## src/rtl/core/mtt_pkg.sv

```systemverilog
// Shared constants and codes of the multi timer table.
`timescale 1ns / 1ps
package mtt_pkg;

  // Table size and per-tick expiry limit.
  localparam int unsigned MaxTimers  = 8;
  localparam int unsigned MaxResults = 8;
  localparam int unsigned IdxW = (MaxTimers > 1) ? $clog2(MaxTimers) : 1;
  localparam int unsigned CntW = $clog2(MaxTimers + 1);
  localparam int unsigned ResW = $clog2(MaxResults + 1);

  // Field widths.
  localparam int unsigned FuncW    = 3;
  localparam int unsigned IdW      = 8;
  localparam int unsigned TimeoutW = 20;
  localparam int unsigned BeatW    = 32;
  localparam int unsigned KindW    = 2;
  localparam int unsigned StatusW  = 2;

  // Command codes.
  localparam logic [FuncW-1:0] FUNC_START  = 3'd0;
  localparam logic [FuncW-1:0] FUNC_DELETE = 3'd1;
  localparam logic [FuncW-1:0] FUNC_QUERY  = 3'd2;
  localparam logic [FuncW-1:0] FUNC_TICK   = 3'd3;
  localparam logic [FuncW-1:0] FUNC_SYNC   = 3'd4;
  localparam logic [FuncW-1:0] FUNC_HOLD   = 3'd5;

  // Result kinds.
  localparam logic [KindW-1:0] KIND_START  = 2'd0;
  localparam logic [KindW-1:0] KIND_DELETE = 2'd1;
  localparam logic [KindW-1:0] KIND_QUERY  = 2'd2;
  localparam logic [KindW-1:0] KIND_EXPIRY = 2'd3;

  // Result status codes.
  localparam logic [StatusW-1:0] STATUS_OK        = 2'd0;
  localparam logic [StatusW-1:0] STATUS_NOT_FOUND = 2'd1;
  localparam logic [StatusW-1:0] STATUS_FULL      = 2'd2;

endpackage

```

## src/rtl/core/mtt_if.sv

```systemverilog
// Valid/ready channel interfaces for commands and results of the timer table.
`timescale 1ns / 1ps
interface mtt_in_if import mtt_pkg::*; ();
  logic                valid;
  logic                ready;
  logic [FuncW-1:0]    func;
  logic [IdW-1:0]      timer_id;
  logic [TimeoutW-1:0] timeout;
  logic                hold;

  modport source (output valid, func, timer_id, timeout, hold, input ready);
  modport sink   (input valid, func, timer_id, timeout, hold, output ready);
endinterface

interface mtt_out_if import mtt_pkg::*; ();
  logic               valid;
  logic               ready;
  logic [KindW-1:0]   kind;
  logic [IdW-1:0]     out_id;
  logic [BeatW-1:0]   beats;
  logic [StatusW-1:0] status;
  logic               last;

  modport source (output valid, kind, out_id, beats, status, last, input ready);
  modport sink   (input valid, kind, out_id, beats, status, last, output ready);
endinterface

```

## src/rtl/core/multi_timer_table.sv

```systemverilog
// Top level of the multi timer table: a sorted table of timers on a shared beat counter.
`timescale 1ns / 1ps
// The block keeps up to MaxTimers timers, each with an 8-bit id, its start beat and
// its deadline, packed in the low slots and sorted by ascending deadline (equal
// deadlines in start order). Commands arrive on in_i and results leave on out_o,
// both valid/ready channels; a command is taken on a transfer and the block then
// works on it alone, so in_i.ready is low until its last result sits in the output
// register. Start, delete and query give one result each; a tick outside hold gives one expiry
// result per timer whose deadline is reached (at most MaxResults per tick, the last
// flagged), and sync, set hold and ticks without expiry give none. All beat and deadline
// arithmetic goes through one 32-bit adder/subtractor under a small sequencer; ids are
// matched one slot per cycle. A start does an id scan, an optional removal and the
// deadline add, then an insertion walk that moves one slot per cycle; delete and query
// scan for the id. With eight timers a tick that expires eight timers is the longest
// command. The beat counter returns to zero whenever the table becomes empty.
module multi_timer_table import mtt_pkg::*; (
  input logic       clk_i,
  input logic       rst_ni,
  mtt_in_if.sink    in_i,
  mtt_out_if.source out_o
);

  localparam logic [3:0] S_IDLE     = 4'd0;
  localparam logic [3:0] S_FIND     = 4'd1;
  localparam logic [3:0] S_REMOVE   = 4'd2;
  localparam logic [3:0] S_STARTCHK = 4'd3;
  localparam logic [3:0] S_INSERT   = 4'd4;
  localparam logic [3:0] S_QUERY    = 4'd5;
  localparam logic [3:0] S_TICKINC  = 4'd6;
  localparam logic [3:0] S_EXPCHK   = 4'd7;
  localparam logic [3:0] S_EXPELAP  = 4'd8;
  localparam logic [3:0] S_EMIT     = 4'd9;

  logic [3:0] state_q;
  logic [3:0] ret_q;

  // Latched command.
  logic [FuncW-1:0]    func_q;
  logic [IdW-1:0]      id_q;
  logic [TimeoutW-1:0] timeout_q;

  // Block state.
  logic             hold_q;
  logic [BeatW-1:0] beat_q;
  logic [CntW-1:0]  cnt_q;

  // Sequencer working registers.
  logic [CntW-1:0]  idx_q;
  logic [IdxW-1:0]  pos_q;
  logic [ResW-1:0]  k_q;
  logic [BeatW-1:0] dl_q;
  logic             pend_q;

  // Staged result, copied into the output register when it is free.
  logic [KindW-1:0]   res_kind_q;
  logic [IdW-1:0]     res_id_q;
  logic [BeatW-1:0]   res_beats_q;
  logic [StatusW-1:0] res_status_q;
  logic               res_last_q;

  // Timer table; only slots below cnt_q hold live timers.
  logic [IdW-1:0]   ent_id_q    [MaxTimers];
  logic [BeatW-1:0] ent_start_q [MaxTimers];
  logic [BeatW-1:0] ent_dl_q    [MaxTimers];

  // Output register.
  logic               out_valid_q;
  logic [KindW-1:0]   out_kind_q;
  logic [IdW-1:0]     out_id_q;
  logic [BeatW-1:0]   out_beats_q;
  logic [StatusW-1:0] out_status_q;
  logic               out_last_q;

  // Shared arithmetic unit: a + b or a - b, with carry out (a >= b when subtracting).
  logic [BeatW-1:0] alu_a;
  logic [BeatW-1:0] alu_b;
  logic             alu_sub;
  logic [BeatW:0]   alu_sum;
  logic             alu_carry;
  logic [BeatW-1:0] alu_res;

  logic [IdxW-1:0]  rd_idx;
  logic [IdxW-1:0]  wr_idx;
  logic [BeatW-1:0] rd_dl;
  logic             out_free;
  logic             in_xfer;
  logic             id_hit;
  logic             exp_hit;
  logic             ins_here;

  assign in_i.ready = (state_q == S_IDLE);
  assign in_xfer    = in_i.valid && (state_q == S_IDLE);
  assign out_free   = !out_valid_q || out_o.ready;

  assign wr_idx = idx_q[IdxW-1:0];
  assign rd_dl  = ent_dl_q[rd_idx];
  assign id_hit = (ent_id_q[idx_q[IdxW-1:0]] == id_q);

  always_comb begin
    rd_idx = '0;
    if (state_q == S_INSERT) begin
      rd_idx = IdxW'(idx_q - 1'b1);
    end else if (state_q == S_QUERY) begin
      rd_idx = idx_q[IdxW-1:0];
    end
  end

  always_comb begin
    alu_a   = beat_q;
    alu_b   = '0;
    alu_sub = 1'b0;
    unique case (state_q)
      S_STARTCHK: begin
        alu_b = BeatW'(timeout_q);
      end
      S_INSERT: begin
        alu_a   = dl_q;
        alu_b   = rd_dl;
        alu_sub = 1'b1;
      end
      S_QUERY: begin
        alu_a   = rd_dl;
        alu_b   = beat_q;
        alu_sub = 1'b1;
      end
      S_TICKINC: begin
        alu_b = BeatW'(1);
      end
      S_EXPCHK: begin
        alu_b   = rd_dl;
        alu_sub = 1'b1;
      end
      S_EXPELAP: begin
        alu_b   = ent_start_q[0];
        alu_sub = 1'b1;
      end
      default: begin
        alu_b = '0;
      end
    endcase
  end

  assign alu_sum   = {1'b0, alu_a} + {1'b0, alu_b ^ {BeatW{alu_sub}}} + {{BeatW{1'b0}}, alu_sub};
  assign alu_carry = alu_sum[BeatW];
  assign alu_res   = alu_sum[BeatW-1:0];

  // The earliest deadline is due when beat >= deadline, within the per-tick limit.
  assign exp_hit  = (cnt_q != '0) && (k_q < ResW'(MaxResults)) && alu_carry;
  // The new timer goes at idx_q once the slot below holds a deadline not above it.
  assign ins_here = (idx_q == '0) || alu_carry;

  // Output valid: set when a staged result moves into the output register, cleared
  // when the held result is taken and nothing replaces it.
  always_ff @(posedge clk_i or negedge rst_ni) begin
    if (!rst_ni) begin
      out_valid_q <= 1'b0;
    end else if ((state_q == S_EMIT) && out_free) begin
      out_valid_q <= 1'b1;
    end else if (out_o.ready) begin
      out_valid_q <= 1'b0;
    end
  end

  // Control and sequencing.
  always_ff @(posedge clk_i or negedge rst_ni) begin
    if (!rst_ni) begin
      state_q      <= S_IDLE;
      ret_q        <= S_IDLE;
      func_q       <= FUNC_START;
      id_q         <= '0;
      timeout_q    <= '0;
      hold_q       <= 1'b0;
      beat_q       <= '0;
      cnt_q        <= '0;
      idx_q        <= '0;
      pos_q        <= '0;
      k_q          <= '0;
      dl_q         <= '0;
      pend_q       <= 1'b0;
      res_kind_q   <= KIND_START;
      res_id_q     <= '0;
      res_beats_q  <= '0;
      res_status_q <= STATUS_OK;
      res_last_q   <= 1'b0;
    end else begin
      unique case (state_q)
        S_IDLE: begin
          if (in_xfer) begin
            func_q    <= in_i.func;
            id_q      <= in_i.timer_id;
            timeout_q <= in_i.timeout;
            idx_q     <= '0;
            ret_q     <= S_IDLE;
            case (in_i.func) inside
              FUNC_START, FUNC_DELETE, FUNC_QUERY: begin
                state_q <= S_FIND;
              end
              FUNC_TICK: begin
                if (cnt_q != '0) begin
                  state_q <= S_TICKINC;
                end
              end
              FUNC_SYNC: begin
                state_q <= S_TICKINC;
              end
              FUNC_HOLD: begin
                hold_q <= in_i.hold;
              end
              default: begin
              end
            endcase
          end
        end
        S_FIND: begin
          res_id_q    <= id_q;
          res_beats_q <= '0;
          res_last_q  <= 1'b1;
          if (idx_q == cnt_q) begin
            // Id not in the table.
            if (func_q == FUNC_START) begin
              state_q <= S_STARTCHK;
            end else begin
              res_kind_q   <= (func_q == FUNC_DELETE) ? KIND_DELETE : KIND_QUERY;
              res_status_q <= STATUS_NOT_FOUND;
              state_q      <= S_EMIT;
            end
          end else if (id_hit) begin
            pos_q   <= idx_q[IdxW-1:0];
            state_q <= (func_q == FUNC_QUERY) ? S_QUERY : S_REMOVE;
          end else begin
            idx_q <= idx_q + 1'b1;
          end
        end
        S_REMOVE: begin
          cnt_q <= cnt_q - 1'b1;
          if (cnt_q == CntW'(1)) begin
            beat_q <= '0;
          end
          if (func_q == FUNC_START) begin
            state_q <= S_STARTCHK;
          end else if (func_q == FUNC_DELETE) begin
            res_kind_q   <= KIND_DELETE;
            res_status_q <= STATUS_OK;
            state_q      <= S_EMIT;
          end else begin
            state_q <= S_EXPCHK;
          end
        end
        S_STARTCHK: begin
          res_kind_q <= KIND_START;
          if (cnt_q == CntW'(MaxTimers)) begin
            res_status_q <= STATUS_FULL;
            state_q      <= S_EMIT;
          end else begin
            dl_q    <= alu_res;
            idx_q   <= cnt_q;
            state_q <= S_INSERT;
          end
        end
        S_INSERT: begin
          if (ins_here) begin
            cnt_q        <= cnt_q + 1'b1;
            res_status_q <= STATUS_OK;
            state_q      <= S_EMIT;
          end else begin
            idx_q <= idx_q - 1'b1;
          end
        end
        S_QUERY: begin
          // A deadline already passed answers zero remaining beats.
          res_kind_q   <= KIND_QUERY;
          res_status_q <= STATUS_OK;
          res_beats_q  <= alu_res[BeatW-1] ? '0 : alu_res;
          state_q      <= S_EMIT;
        end
        S_TICKINC: begin
          beat_q <= alu_res;
          k_q    <= '0;
          if ((func_q == FUNC_SYNC) || hold_q) begin
            state_q <= S_IDLE;
          end else begin
            state_q <= S_EXPCHK;
          end
        end
        S_EXPCHK: begin
          // A staged expiry is released only once it is known whether another follows.
          if (exp_hit) begin
            if (pend_q) begin
              pend_q     <= 1'b0;
              res_last_q <= 1'b0;
              ret_q      <= S_EXPCHK;
              state_q    <= S_EMIT;
            end else begin
              state_q <= S_EXPELAP;
            end
          end else if (pend_q) begin
            pend_q     <= 1'b0;
            res_last_q <= 1'b1;
            ret_q      <= S_IDLE;
            state_q    <= S_EMIT;
          end else begin
            state_q <= S_IDLE;
          end
        end
        S_EXPELAP: begin
          res_kind_q   <= KIND_EXPIRY;
          res_id_q     <= ent_id_q[0];
          res_beats_q  <= alu_res;
          res_status_q <= STATUS_OK;
          pend_q       <= 1'b1;
          k_q          <= k_q + 1'b1;
          pos_q        <= '0;
          state_q      <= S_REMOVE;
        end
        S_EMIT: begin
          if (out_free) begin
            state_q <= ret_q;
          end
        end
        default: begin
          state_q <= S_IDLE;
        end
      endcase
    end
  end

  // Table storage and output payload, without reset.
  always_ff @(posedge clk_i) begin
    if (state_q == S_REMOVE) begin
      for (int i = 0; i < int'(MaxTimers) - 1; i++) begin
        if (IdxW'(i) >= pos_q) begin
          ent_id_q[i]    <= ent_id_q[i+1];
          ent_start_q[i] <= ent_start_q[i+1];
          ent_dl_q[i]    <= ent_dl_q[i+1];
        end
      end
    end
    if (state_q == S_INSERT) begin
      if (ins_here) begin
        ent_id_q[wr_idx]    <= id_q;
        ent_start_q[wr_idx] <= beat_q;
        ent_dl_q[wr_idx]    <= dl_q;
      end else begin
        ent_id_q[wr_idx]    <= ent_id_q[rd_idx];
        ent_start_q[wr_idx] <= ent_start_q[rd_idx];
        ent_dl_q[wr_idx]    <= rd_dl;
      end
    end
    if ((state_q == S_EMIT) && out_free) begin
      out_kind_q   <= res_kind_q;
      out_id_q     <= res_id_q;
      out_beats_q  <= res_beats_q;
      out_status_q <= res_status_q;
      out_last_q   <= res_last_q;
    end
  end

  assign out_o.valid  = out_valid_q;
  assign out_o.kind   = out_kind_q;
  assign out_o.out_id = out_id_q;
  assign out_o.beats  = out_beats_q;
  assign out_o.status = out_status_q;
  assign out_o.last   = out_last_q;

endmodule

```

## src/flat_wrapper.sv

```systemverilog
// flat-port wrapper written by rule: the top's interface ports become plain ports
module multi_timer_table_flat import mtt_pkg::*;
  (clk_i, rst_ni, in_i_valid, in_i_func, in_i_timer_id, in_i_timeout, in_i_hold, in_i_ready, out_o_valid, out_o_kind, out_o_out_id, out_o_beats, out_o_status, out_o_last, out_o_ready);
  mtt_in_if in_i_i ();
  mtt_out_if out_o_i ();
  input logic clk_i;
  input logic rst_ni;
  input wire logic [$bits(in_i_i.valid)-1:0] in_i_valid;
  input wire logic [$bits(in_i_i.func)-1:0] in_i_func;
  input wire logic [$bits(in_i_i.timer_id)-1:0] in_i_timer_id;
  input wire logic [$bits(in_i_i.timeout)-1:0] in_i_timeout;
  input wire logic [$bits(in_i_i.hold)-1:0] in_i_hold;
  output wire logic [$bits(in_i_i.ready)-1:0] in_i_ready;
  output wire logic [$bits(out_o_i.valid)-1:0] out_o_valid;
  output wire logic [$bits(out_o_i.kind)-1:0] out_o_kind;
  output wire logic [$bits(out_o_i.out_id)-1:0] out_o_out_id;
  output wire logic [$bits(out_o_i.beats)-1:0] out_o_beats;
  output wire logic [$bits(out_o_i.status)-1:0] out_o_status;
  output wire logic [$bits(out_o_i.last)-1:0] out_o_last;
  input wire logic [$bits(out_o_i.ready)-1:0] out_o_ready;
  assign in_i_i.valid = in_i_valid;
  assign in_i_i.func = in_i_func;
  assign in_i_i.timer_id = in_i_timer_id;
  assign in_i_i.timeout = in_i_timeout;
  assign in_i_i.hold = in_i_hold;
  assign in_i_ready = in_i_i.ready;
  assign out_o_valid = out_o_i.valid;
  assign out_o_kind = out_o_i.kind;
  assign out_o_out_id = out_o_i.out_id;
  assign out_o_beats = out_o_i.beats;
  assign out_o_status = out_o_i.status;
  assign out_o_last = out_o_i.last;
  assign out_o_i.ready = out_o_ready;
  multi_timer_table u_core (.clk_i(clk_i), .rst_ni(rst_ni), .in_i(in_i_i), .out_o(out_o_i));
endmodule
```

## config.mk

```make
export PLATFORM = sky130hd
export DESIGN_NAME = multi_timer_table_flat
export DESIGN_NICKNAME = d
export VERILOG_FILES = /design/src/rtl/core/mtt_pkg.sv /design/src/rtl/core/mtt_if.sv /design/src/rtl/core/multi_timer_table.sv /design/src/flat_wrapper.sv
export SDC_FILE = /design/constraint.sdc
export NUM_CORES = 2
export LEC_CHECK = 0
export ABC_AREA = 1
export BUFFER_PORTS_ARGS = -buffer_cell sky130_fd_sc_hd__buf_2
export CORE_UTILIZATION = 64
export DETAILED_ROUTE_END_ITERATION = 7
export GPL_TIMING_DRIVEN = 0
export PLACE_DENSITY_LB_ADDON = 0.15
export SLEW_MARGIN = 30
export SYNTH_ARGS = -nofsm -noshare
export SYNTH_HDL_FRONTEND = slang
export SYNTH_SLANG_ARGS = --single-unit
```

## constraint.sdc

```tcl
create_clock -name clk_i -period 9.4 [get_ports clk_i]
set_input_delay 0.47 -clock clk_i [delete_from_list [all_inputs] [get_ports clk_i]]
set_output_delay 0.47 -clock clk_i [all_outputs]
set_load 0.02 [all_outputs]
```

# ---- Yosys cells after proc, flatten, opt, wreduce, memory -nomap -nowiden
# Memories as Yosys holds them, arrays and structs flattened.
# Cells that the tools add are included.
dict set report word_totals {
  out_inout_bits 47
  regBits 211
  in_bits 36
  memories 3
  mem_bits_rw 576
  elab_cells 237
}
# name words word_bits rd rd_ports_with_merged_regs write_ports line_no
set memory_table {}
lappend memory_table {u_core.ent_dl_q 8 32 8 0 7 multi_timer_table.sv:64} ;# logic [BeatW-1:0] ent_dl_q [MaxTimers];
lappend memory_table {u_core.ent_start_q 8 32 9 0 7 multi_timer_table.sv:63} ;# logic [BeatW-1:0] ent_start_q [MaxTimers];
lappend memory_table {u_core.ent_id_q 8 8 10 0 7 multi_timer_table.sv:62} ;# logic [IdW-1:0] ent_id_q [MaxTimers];
dict set report classes {
  add_sub_neg 7
  mux 104
  bitwise_logic 8
  reduce_logical 44
  eq_ne 39
  n_lt_le_gt_ge 8
}
# op n
set ops {}
lappend ops {{32-bit 2-to-1 mux} 5}
lappend ops {{32-bit one-hot mux with 5 select lines} 1}
lappend ops {{32-bit one-hot mux with 2 select lines} 2}
lappend ops {{4-bit 2-to-1 mux} 24}
lappend ops {{32-bit one-hot mux with 3 select lines} 1}
lappend ops {{32-bit OR reduction} 2}
lappend ops {{4-bit one-hot mux with 10 select lines} 1}
lappend ops {{1-bit 2-to-1 mux} 37}
lappend ops {{32-bit by 32-bit adder with 33-bit output} 1}
lappend ops {{33-bit by 1-bit adder with 33-bit output} 1}
lappend ops {{32-bit XOR} 1}
lappend ops {{31-bit 2-to-1 mux} 1}
lappend ops {{3-bit 2-to-1 mux} 9}
lappend ops {{4-bit one-hot mux with 2 select lines} 3}
lappend ops {{2-bit 2-to-1 mux} 11}
lappend ops {{2-bit one-hot mux with 5 select lines} 2}
lappend ops {{2-bit by 1-bit != test with 1-bit output (second input constant)} 9}
lappend ops {{6-bit AND reduction} 3}
lappend ops {{4-bit by 3-bit == test with 1-bit output (second input constant)} 4}
lappend ops {{8-bit 2-to-1 mux} 2}
lappend ops {{4-bit one-hot mux with 4 select lines} 1}
lappend ops {{8-bit one-hot mux with 2 select lines} 1}
lappend ops {{2-bit nonzero test} 8}
lappend ops {{4-bit by 1-bit adder with 4-bit output (second input constant)} 3}
lappend ops {{other kinds (37)} 77}

# ---- Depth between registers and ports, before layout
# An unclocked memory read counts as a cell.
dict set report depth {
  ltp_word 15
  depth_mapped 34
  mapped_depth_nobuf 30
}

# ---- Worst setup path before layout
# Ideal clock, no wire load.
dict set report synth_path {
  kind {reg-to-reg}
  from {register u_core.state_q[3]}
  to {memory u_core.ent_dl_q[0][0] (enable)}
  setup_ps 608
  slack_ps 2109
  t_arrival_ps 6683
  n_path_buf 0
  t_required_ps 8792
  synth_period_minus_slack_ps 7291
  path_stages_with_launch 8
  path_cell_list {dfrtp_1 nor2_1 nand2_1 nor2_1 clkinv_1 nor2_1 inv_1 o31ai_1}
}
# element line_no
set synth_lines {}
lappend synth_lines {{start: declaration} multi_timer_table.sv:34} ;# logic [3:0] state_q;
lappend synth_lines {{start signal: assignment} multi_timer_table.sv:229} ;# state_q <= (func_q == FUNC_QUERY) ? S_QUERY : S_REMOVE;
lappend synth_lines {{start signal: assignment} multi_timer_table.sv:317} ;# state_q <= ret_q;
lappend synth_lines {{end: declaration} multi_timer_table.sv:64}

==> run summary <==
CTS H-tree depth: 3. For this run, design rule violations remaining after detail routing come to 3. The first routing iteration left 6518 violations.

The met1 track demand over resource is 61.2%, and the Yosys warning count is 0. The clock slew at the register clock pins of the worst setup and hold paths was 0.06 ns. The library cell used most frequently in the layout, excluding fill and tap cells, is sky130_fd_sc_hd__nand2_1.

Predominant post-synthesis flop cell: sky130_fd_sc_hd__edfxtp_1. Adding up every negative setup slack in the final design gives 0 ns. In this run the post-CTS setup repair buffer count came out at 0. The data required time of the critical path is 9.92 ns, and the maximum fanout count along the critical path is 10. The run finished, with violations left.

The tools report the number of clock sinks seen by CTS as 784. The tools report the clock buffer count from CTS as 83. Setup repair after global routing left no endpoint under its margin. Final-report max-slew violation count: 0.

Sequential elements use 55.1% of the synthesized area. The worst path arrival time is 9.45 ns, and the synthesized instance count is 4857. The worst path uses 94.9% of the clock period. The number of enable flip-flop cells after synthesis is 621, and the core area is 63300 µm². The number of hold violations in the final report is 0. Number of antenna violations at the first check in global routing: 2. The mean instance size in the synthesized netlist was 8.49 µm². The number of synthesized register bits came out at 784. The number of detailed-routing iterations run before antenna repair is 8, and the max-cap violation count is 0. The routed layout has 38.8k vias.

83 I/O pins were placed. The nature of the critical path endpoint is a flip-flop. Global routing finished with a remaining overflow of 0. The worst clock skew is 0.0244 ns, and the area of the mapped netlist is 41200 µm².

Maximum vdd ir drop: 0.228 mV. The worst setup path is launched from a flip-flop. From synthesis to final layout, the design area changed by 12.8%. The tools report the number of placement rows as 92. The highest-utilization routing layer at the global route stage was met2. The run gives 4753 as the number of fill cells in the layout.

Headroom to the max-slew limit came out at 24.1%. The logs give 1.06 for the weighted congestion reported at the end of routability-driven placement and 0 for the number of nets with antenna violations after routing. Global routing consumed, on the met3 layer, 16.4% of the routing resources. The count of port buffers added during placement was 82. The path class of the tightest hold or removal check is input port to flip-flop.

The run gives 3 as the buffer levels on the longest clock path. The final reports fail on design-rule violations. The final total power is 17.0 mW. The run gives 19.3 nW as the leakage dissipation. For the HPWL after detailed placement, the log shows 111 mm. Setup violations remaining at the end of the flow were counted as 0. The die is 256 µm tall. In the final routed layout, each cell accounts on average for 26.0 µm. By instance count, the cell type seen most on the critical path is sky130_fd_sc_hd__nand2_1.

The pin slew with the least headroom to its limit is 1.14 ns, and the width of the chip is 256 µm. For this run, the total global-route usage over all layers was measured as 47.1%. The initial utilization of the core area, before any placement, comes to 65.1%. The first global-routing pass estimated 228 mm of wire. The top cell types in the final layout, fill and taps aside, are 2116 x sky130_fd_sc_hd__nand2_1, 621 x sky130_fd_sc_hd__edfxtp_1, 392 x sky130_fd_sc_hd__o21ai_0, 273 x sky130_fd_sc_hd__nor2_1, 250 x sky130_fd_sc_hd__nand3_1. For this run, the post-layout net count is 5146. Counting every net in the synthesized netlist gives 4931. The highest cell delay on the worst timing path came out at 0.71 ns.

The tools report the clock network latency to the later pin of the worst-skew pair as 0.66 ns. The minimum clock period after layout works out to 8.92 ns. The core utilization of the finished layout was 73.4%.

Derived from the worst setup path, the maximum achievable clock frequency is 112 MHz. The power per cell area was 365 nW/µm². The proportion of register bits with asynchronous set or reset after synthesis is 20.8%.

The critical-path cell with the highest stage delay is sky130_fd_sc_hd__clkbuf_1. The floorplan step defined a die boundary enclosing 65400 µm². Pin count of the biggest net entering global routing: 76. The fraction of final layout cells with drive strength greater than 1 came out at 7.66%. The library cell used as clock root buffer was sky130_fd_sc_hd__clkbuf_16.

TritonCTS built the clock tree. The number of global-route vias before repair was 36.4k. The number of different library cells used by synthesis comes to 53. The type of the worst setup path was flip-flop to flip-flop.

For this run, global-route usage on met2 was measured as 67.1%. After detailed routing, the total wire length is 156 mm. The ratio of routed vias to standard cells came out at 6.47.
-- per-stage QoR --
| stage | instances | hold slack, ns | cell area, µm² | worst slack, ns |
|---|---|---|---|---|
| floorplan | 4857 | 0.174 | 41200 | 2.11 |
| global placement | 5785 | 0.430 | 42700 | -3.33 |
| detailed placement | 5827 | 0.326 | 43600 | 1.26 |
| CTS | 5987 | 0.000984 | 46500 | 1.20 |
| global route | 5987 | 0.0236 | 46500 | 0.518 |
| finish | 5989 | 0.0121 | 46500 | 0.477 |
-- repair_timing --
item | 4_1_cts | 5_1_grt
resized for setup | 0 | 0
hold buffers | 6 | 0
endpoints found under the hold margin | 42 | 0
-- synth_stat cells, types with 24 or more instances --
| cell | count | share of area, % |
|---|---|---|
| sky130_fd_sc_hd__nand3_1 | 250 | 3.0 |
| sky130_fd_sc_hd__buf_1 | 32 | 0.29 |
| sky130_fd_sc_hd__a22oi_1 | 31 | 0.56 |
| sky130_fd_sc_hd__edfxtp_1 | 621 | 45 |
| sky130_fd_sc_hd__nand2_1 | 2118 | 19 |
| sky130_fd_sc_hd__dfrtp_1 | 163 | 9.9 |
| sky130_fd_sc_hd__o21ai_0 | 395 | 4.8 |
| sky130_fd_sc_hd__a21oi_1 | 89 | 1.1 |
| sky130_fd_sc_hd__o22ai_1 | 68 | 1.0 |
| sky130_fd_sc_hd__o211ai_1 | 39 | 0.71 |
| sky130_fd_sc_hd__inv_1 | 179 | 1.6 |
| sky130_fd_sc_hd__nand4_1 | 34 | 0.52 |
| sky130_fd_sc_hd__nor2_1 | 275 | 2.5 |
| sky130_fd_sc_hd__o221ai_1 | 50 | 1.1 |
| sky130_fd_sc_hd__clkbuf_1 | 226 | 2.1 |
| sky130_fd_sc_hd__o221ai_2 | 42 | 1.5 |
| sky130_fd_sc_hd__ha_1 | 37 | 1.1 |
| sky130_fd_sc_hd__buf_2 | 32 | 0.39 |
| sky130_fd_sc_hd__nor3_1 | 24 | 0.29 |
| sky130_fd_sc_hd__xor2_1 | 35 | 0.74 |
-- final timing paths --
check / startpoint / endpoint / slack [ns] / depth (start not counted)
worst max-delay path: u_core.idx_q[1] / u_core.ent_dl_q[4][30] / 0.48 / 28
worst min-delay path: in_i_timeout[6] / u_core.timeout_q[6] / 0.01 / 3
worst max register to register: u_core.idx_q[1] / u_core.ent_dl_q[4][30] / 0.48 / 28
worst min register to register: u_core.res_beats_q[5] / u_core.out_o.beats[5] / 0.44 / 0
max in group asynchronous: rst_ni / u_core.beat_q[18] / 8.16 / 4
min in group asynchronous: rst_ni / u_core.hold_q / 0.25 / 2
-- layout make-up --
cell class	count	area [µm²]	share of cell area, %
inverters	195	734	1.58
flip-flops and latches	784	22700	48.9
multi-input cells	3582	16700	35.9
repair buffers	130	1290	2.77
diodes	2	5.00	0.0108
plain buffers	296	1190	2.55
well taps	846	1060	2.28
clock buffers	103	2280	4.90
clock inverters	51	529	1.14
-- routing by layer --
metal | vias up | part of all wire (%)
met5 | - | 0.0077
met4 | 2 | 7.8
met3 | 639 | 16
met2 | 3364 | 41
met1 | 17852 | 35
li1 | 16897 | -
-- cell families after synthesis --
group,count (synthesis),synth area share (%)
simple gates,2734,26.3
mux,1,0.0273
buf+inv,491,4.66
flops,784,55.1
compound gates,770,11.9
xor+xnor,39,0.829
fa+ha+maj,38,1.17
-- report_power, final --
| part | leakage, nW | internal, mW | switching, mW | total (mW) |
|---|---|---|---|---|
| combinational | 10.2 | 1.98 | 5.55 | 7.53 |
| clock | 1.36 | 1.98 | 1.48 | 3.46 |
| sequential | 7.82 | 5.31 | 0.654 | 5.96 |
-- sequential cells by signal, summed over array words and instances (netlist names), 8 cells and up --
register / flops
u_core.beat_q: 32
u_core.dl_q: 32
u_core.ent_dl_q: 256
u_core.ent_id_q: 64
u_core.ent_start_q: 256
u_core.id_q: 8
u_core.out_o.beats: 32
u_core.out_o.out_id: 8
u_core.res_beats_q: 32
u_core.res_id_q: 8
u_core.timeout_q: 20
-- critical path, delay by kind of cell, from the launching register on --
family                     cells  cell delay [ns]
AOI/OAI and AO/OA              5             1.58
adders and majority gates      2             0.78
buffers and inverters          8             3.22
DFF                            1             0.70
and+or+nand+nor               13             2.45
No activity file was read; power rests on OpenSTA's default activity.
